==> src/rtl/core/bba_ffs.sv <==
module bba_ffs #(
    parameter int W = 64
) (
    input  logic [W-1:0]                       i_req,
    output logic                               o_found,
    output logic [((W > 1) ? $clog2(W) : 1)-1:0] o_idx
);

    localparam int IW = (W > 1) ? $clog2(W) : 1;

    logic [W-1:0] lowbit;

    // isolate the lowest set bit, then encode the one-hot word
    assign lowbit  = i_req & (~i_req + W'(1));
    assign o_found = |i_req;

    always_comb begin
        o_idx = '0;
        for (int i = 0; i < W; i++) begin
            if (lowbit[i]) begin
                o_idx = o_idx | IW'(i);
            end
        end
    end

endmodule

==> config.mk <==
export PLATFORM = sky130hd
export DESIGN_NAME = bba_ffs
export DESIGN_NICKNAME = d
export VERILOG_FILES = /design/src/rtl/core/bba_ffs.sv
export SDC_FILE = /design/constraint.sdc
export NUM_CORES = 1
export LEC_CHECK = 0
export BUFFER_PORTS_ARGS = -buffer_cell sky130_fd_sc_hd__buf_2
export CAP_MARGIN = 20
export CORE_AREA = 8 8 60 62
export DETAILED_ROUTE_END_ITERATION = 8
export DIE_AREA = 0 0 68 70
export GPL_TIMING_DRIVEN = 0
export PLACE_DENSITY = 0.94
export SLEW_MARGIN = 5
export SYNTH_ARGS = -nofsm -noshare
export SYNTH_HDL_FRONTEND = slang
export SYNTH_SLANG_ARGS = --single-unit
==> constraint.sdc <==
create_clock -name vclk -period 5.17
set_input_delay 0.7755 -clock vclk [all_inputs]
set_output_delay 0.7755 -clock vclk [all_outputs]
set_load 0.01 [all_outputs]
# ---- Word-level counts from Yosys, hierarchy flattened
# Index checks and enable logic that the tools add are counted.
dict set report op_classes {
  add_sub_neg 1
  bitwise_logic 2
  mux 63
  reduce_logical 1
}
# cell n
set ops {}
lappend ops {{$mux 6} 32}
lappend ops {{$mux 5} 16}
lappend ops {{$add 64x1->64 const B} 1}
lappend ops {{$and 64x64->64} 1}
lappend ops {{$not 64->64} 1}
lappend ops {{$reduce_or 64->1} 1}
lappend ops {{$mux 4} 8}
lappend ops {{$mux 3} 4}
lappend ops {{$mux 2} 2}
lappend ops {{$mux 1} 1}
dict set report word_totals {
  out_inout_bits 7
  inputBits 64
  regBits 0
}

# ---- Logic depth before layout (Yosys ltp)
# Gate-level depths: netlist (run 1).
dict set report depth {
  word_depth 66
  depth_mapped 9
  ltp_nobuf 7
}

# ---- Least setup slack after synthesis (run 1)
# Ideal clock, no wire load.
dict set report synth_path {
  kind {input to output}
  start {in i_req[11]}
  end {out o_idx[2] (netlist name)}
  arrival_time_ns 3.070
  n_path_buf 1
  stages 8
  slack_ns 1.325
  required_ns 4.394
  path_cell_list {or4_4 > or4b_1 > buf_2 > nor4_4 > nand2_2 > o32a_1 > and2_0 > nand4b_1}
}
dict set report synth_between {
  elab_chain_cells 55
}
# element line
set synth_rtl {}
lappend synth_rtl {{start: declaration} 4} ;# input logic [W-1:0] i_req,
lappend synth_rtl {{$not 64->64 *} 14} ;# assign lowbit = i_req & (~i_req + W'(1));
lappend synth_rtl {{$add 64x1->64 *} 14}
lappend synth_rtl {{$and 64x64->64 *} 14}
lappend synth_rtl {{$mux 4 (4 in a row)} 20} ;# if (lowbit[i]) begin
lappend synth_rtl {{$mux 5 (16 in a row)} 20}
lappend synth_rtl {{$mux 6 (31 in a row)} 20}
lappend synth_rtl {{$mux 6 *} 20}
lappend synth_rtl {{end: declaration} 6} ;# output logic [((W > 1) ? $clog2(W) : 1)-1:0] o_idx
# Every way passes the cells marked *; elsewhere a longest branch is shown, timed or not.

# ---- Worst setup path in the final report (run 1)
dict set report layout_path {
  start {in i_req[11]}
  end {out o_idx[1] (netlist name)}
}
dict set report layout_between {
  elab_chain_cells 56
}
# element line
set layout_rtl {}
lappend layout_rtl {{$not 64->64} 14}
lappend layout_rtl {{$add 64x1->64} 14}
lappend layout_rtl {{$and 64x64->64 *} 14}
lappend layout_rtl {{$mux 4 (5 in a row)} 20}
lappend layout_rtl {{$mux 5 (16 in a row)} 20}
lappend layout_rtl {{$mux 6 (31 in a row)} 20}
lappend layout_rtl {{$mux 6 *} 20}
# Marks and branches as above.

==> results.txt, run 1 <==
----------------------------------------------------
[Status]
  Run status ... finished, final reports clean

[Die]
  Starting utilization of the core area ... between 40 and 50%
  Row Count ... 19
  Die footprint ... about 4800 µm²
  Horizontal extent of the die ... between 60 and 70 µm
  I/O pin total ... slightly above 70
  Placeable core area ... 2663 µm²
  Chip Height ... about 70 µm

[Synth]
  Syn nets ... 270
  Main area contributors after synthesis ... sky130_fd_sc_hd__nor2_1, sky130_fd_sc_hd__nor3_1, sky130_fd_sc_hd__nor4_1
  Mean Syn Cell Area ... roughly 6.0 µm²
  Library cell occupying the most area in the post-synthesis netlist ... sky130_fd_sc_hd__nor2_1
  Synthesized netlist cell count ... roughly 210
  Area share of the largest cell type after synthesis ... under 10%
  Most common library cells after synthesis ... sky130_fd_sc_hd__nor2_1, sky130_fd_sc_hd__nor3_1, sky130_fd_sc_hd__nand2_1, sky130_fd_sc_hd__nor4_1, sky130_fd_sc_hd__a21oi_1
  Proportion of synthesized chip area in sequential cells ... 0%
  Most frequent cell after synthesis ... sky130_fd_sc_hd__nor2_1
  Synth cell types ... 49
  Netlist area before placement ... 1237 µm²
  Synthesis Warnings ... 0

[Finish]
  Diodes inserted ... 0
  Sequential cell area ... 0 µm²
  Number of clock buffers in the layout ... 0
  Layout-stage area growth over the synthesis result ... 31.45%
  Fraction of layout instances using a drive strength above 1 ... ~28%
  Final Net Count ... about 340
  Number of sequential cells ... 0

[Detailed routing]
  Avg Vias per Cell ... 6.492
  Detailed-router iteration count before antenna repair ... 4
  Number of nets with antenna violations after detailed routing ... 0
  DR iter-0 viols ... about 150
  Vias post-DR ... between 1500 and 2000
  Total wirelength of the detailed-routed design ... 4892 µm
  Routed wirelength normalized by instance count ... ~16 µm
  Detailed-route DRC error count ... 0

[Pwr]
  Power density normalized to cell area ... between 40 and 50 nW/µm²
  VDD IR-drop max ... between 0.03 and 0.04 mV
  Power after layout ... between 0.07 and 0.08 mW
  Total leakage power ... roughly 0.64 nW

[Timing]
  Unrepaired setup endpoints after global routing ... false
  Number of max-slew violations in the final report ... 0
  Hold violation total from the final report ... 0
  Post-route minimum period ... between 4 and 5 ns
  Achievable Freq ... 229.0 MHz
  Slew headroom ... about 46%
  Final total negative setup slack ... 0 ns
  Final period util ... 84.46%
  Number of failing setup endpoints in the final timing report ... 0
  Transition at the pin with the smallest max-transition slack ... 0.8091 ns
  Smallest setup slack after layout ... roughly 0.80 ns

[Clock network]
  Setup Buffers After CTS ... 0
  CTS-repair resized insts ... 0
  Hold buffers post-CTS ... 0

[Run]
  Number of max-cap violations ... 0

[GRT]
  Global-route wire length before repair ... a little under 8000 µm
  Initial antenna violation count ... 0
  Aggregate global routing overflow ... 0
  Vias in the first global route ... ~1900
  GRT Total Usage ... about a fifth
  Pin count of the biggest net entering global routing ... 11

[Setup path]
  Critical Path Start Type ... primary input
  CP arrival ... approximately 3.6 ns
  Data required time at the worst endpoint ... ~4.4 ns
  Critical setup path kind ... in2out
  Largest fanout on the critical path ... 9
  Setup crit end kind ... output pin

[Min path]
  Type of the most critical hold path ... in2out

[Place]
  Port Buffer Count ... 70
  Post-placement worst setup slack ... about 0.82 ns
  DPL Wire Length ... between 4000 and 5000 µm
  Global placement routability congestion ... 0.9447

----------------------------------------------------
[routing by layer]
| layer | vias to the layer above | GRT usage, % | wire length, µm |
|---|---|---|---|
| li1 | 988 | - | - |
| met1 | 911 | 23.67 | 2012 |
| met3 | 8 | 2.392 | 396 |
| met4 | 0 | 4.328 | 96 |
| met5 | - | 0 | 0 |
| met2 | 86 | 33.40 | 2386 |
[through the flow]
stage / hold WS (ns) / utilization (%) / std cells / cell area, µm²
global route: 1.925 / 61.09 / 307 / 1627
CTS: 1.879 / 61.09 / 307 / 1627
detailed placement: 1.873 / 61.09 / 307 / 1627
finish: 1.873 / 61.09 / 307 / 1627
floorplan: 1.692 / - / 206 / 1237
global placement: 1.867 / 61.09 / 307 / 1627
[cell families after synthesis]
logic type,share of synthesized area (%)
buffers and inverters,3.742
AND/OR/NAND/NOR,64.31
AO/OA/AOI/OAI,31.95
[placed cells by master (no fill, tap or decap), types with 3 or more instances in the layout]
master	netlist	layout
sky130_fd_sc_hd__nand4_1	11	11
sky130_fd_sc_hd__a21oi_1	13	13
sky130_fd_sc_hd__or3_1	7	7
sky130_fd_sc_hd__nor3_1	20	20
sky130_fd_sc_hd__nor2b_1	4	4
sky130_fd_sc_hd__a211oi_1	3	3
sky130_fd_sc_hd__nor4_1	14	14
sky130_fd_sc_hd__inv_1	7	7
sky130_fd_sc_hd__buf_2	1	71
sky130_fd_sc_hd__and2_1	4	4
sky130_fd_sc_hd__nand3_1	9	9
sky130_fd_sc_hd__nand4b_1	7	7
sky130_fd_sc_hd__nor2_1	32	32
sky130_fd_sc_hd__o21ai_0	7	7
sky130_fd_sc_hd__nor4b_1	3	3
sky130_fd_sc_hd__nand2_1	14	14
sky130_fd_sc_hd__nor3b_1	5	5
sky130_fd_sc_hd__a31oi_1	4	4
[critical path: stages]
cell and delay (ns):
sky130_fd_sc_hd__buf_2 0.11, sky130_fd_sc_hd__or4_4 0.56, sky130_fd_sc_hd__or4b_1 0.50, sky130_fd_sc_hd__buf_2 0.21, sky130_fd_sc_hd__nor4b_1 0.59, sky130_fd_sc_hd__o21ai_0 0.18, sky130_fd_sc_hd__o31ai_1 0.32, sky130_fd_sc_hd__nor4_1 0.11
sky130_fd_sc_hd__nand4b_1 0.11, sky130_fd_sc_hd__buf_2 0.14
[where the power goes]
part	switching (mW)	internal [mW]	leakage (nW)	total, mW
Clock	0	0	0	0
Combinational	0.0396	0.0310	0.638	0.0706
Sequential	0	0	0	0
[final timing paths]
check	from	endpoint	slack, ns	depth (start not counted)
min	i_req[63]	o_found	1.87	4
max	i_req[11]	o_idx[1]	0.80	10
[area by class of cell]
| class | instances | area, µm² |
|---|---|---|
| Inverter | 7 | 26.28 |
| Timing Repair Buffer | 70 | 350.3 |
| Fill cell | 283 | 1036 |
| Buffer | 4 | 20.02 |
| Multi-Input combinational cell | 195 | 1191 |
| Tap cell | 31 | 38.79 |
Note: power is estimated with default switching activity, not from simulation.
==> run 2: changes to the inputs <==
--- a/config.mk
+++ b/config.mk
@@ -7,11 +7,11 @@
 export LEC_CHECK = 0
 export BUFFER_PORTS_ARGS = -buffer_cell sky130_fd_sc_hd__buf_2
 export CAP_MARGIN = 20
-export CORE_AREA = 8 8 60 62
+export CORE_AREA = 8 8 47 87
 export DETAILED_ROUTE_END_ITERATION = 8
-export DIE_AREA = 0 0 68 70
+export DIE_AREA = 0 0 55 95
 export GPL_TIMING_DRIVEN = 0
-export PLACE_DENSITY = 0.94
+export PLACE_DENSITY = 0.9
 export SLEW_MARGIN = 5
 export SYNTH_ARGS = -nofsm -noshare
 export SYNTH_HDL_FRONTEND = slang
==> constraint.sdc (replaced) <==
create_clock -name vclk -period 3.8
set_input_delay 0.57 -clock vclk [all_inputs]
set_output_delay 0.57 -clock vclk [all_outputs]
set_load 0.01 [all_outputs]
==> results.txt, run 2 (same netlist as run 1, synthesis figures left out) <==
----------------------------------------------------
[Clock network]
  Hold buffers post-CTS ... 0

[Min path]
  Type of the most critical hold path ... in2out
  Startpoint of the worst hold path ... i_req[63]

[Detailed routing]
  Routed wire length on met2 ... between 3000 and 4000 µm
  Avg Vias per Cell ... approximately 6.7
  Highest metal layer used by the detailed router ... met4
  Number of nets with antenna violations after detailed routing ... 0
  Detailed-route DRC error count ... 0
  Routed wirelength normalized by instance count ... ~19 µm
  Detailed-router iteration count before antenna repair ... 5
  DR iter-0 viols ... 76
  Routed metal-1 wire length ... 1831 µm
  Total wirelength of the detailed-routed design ... about 5700 µm
  Vias post-DR ... ~2100
  Met3 wirelength from detailed routing ... about 290 µm

[Die]
  Horizontal extent of the die ... 55 µm
  Die footprint ... 5225 µm²
  Chip Height ... roughly 95 µm
  Starting utilization of the core area ... 42.05%
  Row Count ... 28
  Placeable core area ... roughly 3000 µm²
  I/O pin total ... 71

[Timing]
  Transition at the pin with the smallest max-transition slack ... ~0.70 ns
  Achievable Freq ... 266.2 MHz
  Hold violation total from the final report ... 0
  Number of failing setup endpoints in the final timing report ... 0
  Post-route minimum period ... ~3.8 ns
  Smallest setup slack after layout ... between 0.04 and 0.05 ns
  Final total negative setup slack ... 0 ns
  Slew headroom ... 52.73%
  Worst Hold Slack ... around 1.5 ns
  Number of max-slew violations in the final report ... 0
  Final period util ... around 100%

[GRT]
  Vias in the first global route ... 2095
  Pin count of the biggest net entering global routing ... 11
  Aggregate global routing overflow ... 0
  Initial antenna violation count ... 0
  GRT Total Usage ... 20.54%
  Global-route wire length before repair ... 8687 µm

[Setup path]
  Cell chain of the critical path ... buf_2 -> or4_4 -> or4b_4 -> buf_8 -> nor4_4 -> nand2_2 -> o32a_1 -> and2_0 -> nand4b_1 -> buf_2
  Setup crit end kind ... output pin
  Cell repeated most along the worst path ... sky130_fd_sc_hd__buf_2
  Largest fanout on the critical path ... 8
  Slowest-stage cell, CP ... sky130_fd_sc_hd__or4_4
  Critical setup path kind ... in2out
  Critical Path Start Type ... primary input
  Slowest stage delay, CP ... 0.52 ns
  CP arrival ... approximately 3.2 ns
  Data required time at the worst endpoint ... between 3 and 4 ns
  CP Launch Point ... i_req[9]

[Pwr]
  Power density normalized to cell area ... just under 60 nW/µm²
  VDD IR-drop max ... around 0.041 mV
  Total leakage power ... just over 0.7 nW

[Finish]
  Layout-stage area growth over the synthesis result ... 41.46%
  Final Net Count ... 346
  Sequential cell area ... 0 µm²
  Layout Utilization ... 59.48%
  Diodes inserted ... 0
  Multi-input logic area ... about 1300 µm²
  Leading cell type in the layout, fill and taps excluded ... sky130_fd_sc_hd__buf_2
  Fraction of layout instances using a drive strength above 1 ... between 30% and 40%
  Fill cell total of the finished layout ... about 290
  Commonest non-fill, non-tap cells in the layout ... sky130_fd_sc_hd__buf_2, sky130_fd_sc_hd__nor2_1, sky130_fd_sc_hd__nor3_1
  Number of clock buffers in the layout ... 0
  Number of sequential cells ... 0

[Place]
  Post-placement worst setup slack ... -0.2182 ns
  Port Buffer Count ... 70
  DPL Wire Length ... between 4000 and 5000 µm
  Global placement routability congestion ... slightly below 1

[Run]
  Number of max-cap violations ... 0

[Status]
  Run status ... finished, final reports clean

----------------------------------------------------
[run 2: changes by cell type in the layout (fill, tap and decap cells not counted), sizes merged]
cell | previous run | this run
buf | 72 | 77
clkbuf | 2 | 1
[run 2: worst max-delay path, delay by kind of cell]
kind                   cells  cell delay (ns)
AO/OA/AOI/OAI              1             0.43
buffers and inverters      3             0.42
AND/OR/NAND/NOR            6             1.76
[run 2: per-layer routing]
| layer | vias up | GRT usage (%) |
|---|---|---|
| met3 | 32 | 1.575 |
| met2 | 113 | 38.40 |
| met1 | 938 | 19.55 |
| met5 | - | 0 |
| met4 | 0 | 12.90 |
| li1 | 992 | - |
[run 2: stage by stage]
stage                     instances  area [µm²]  total power [mW]
after floorplan                 206        1237           0.03463
after CTS                       306        1662           0.09755
final                           310        1750            0.1027
after global placement          306        1625           0.09390
after global routing            310        1750            0.1123
after detailed placement        306        1625           0.09591
[run 2: area by class of cell]
type / count / area share (%)
multi-input cells: 195 / 72.12
repair buffers: 75 / 22.52
well taps: 30 / 2.144
plain buffers: 3 / 1.716
inverters: 7 / 1.501
[run 2: where the power goes]
part           switching, mW  total (mW)  internal (mW)
Combinational         0.0588       0.103         0.0439
Sequential                 0           0              0
Clock                      0           0              0
[run 2: final timing paths]
kind / endpoint / cells after the start
worst min-delay path: o_found / 4
worst max-delay path: o_idx[2] / 10
[run 2: timing repair]
action                                  in CTS  in global routing
buffers inserted                             1                  4
endpoints found under the setup margin       6                  6
gates resized for setup                      6                 13
pin swaps                                    1                  0
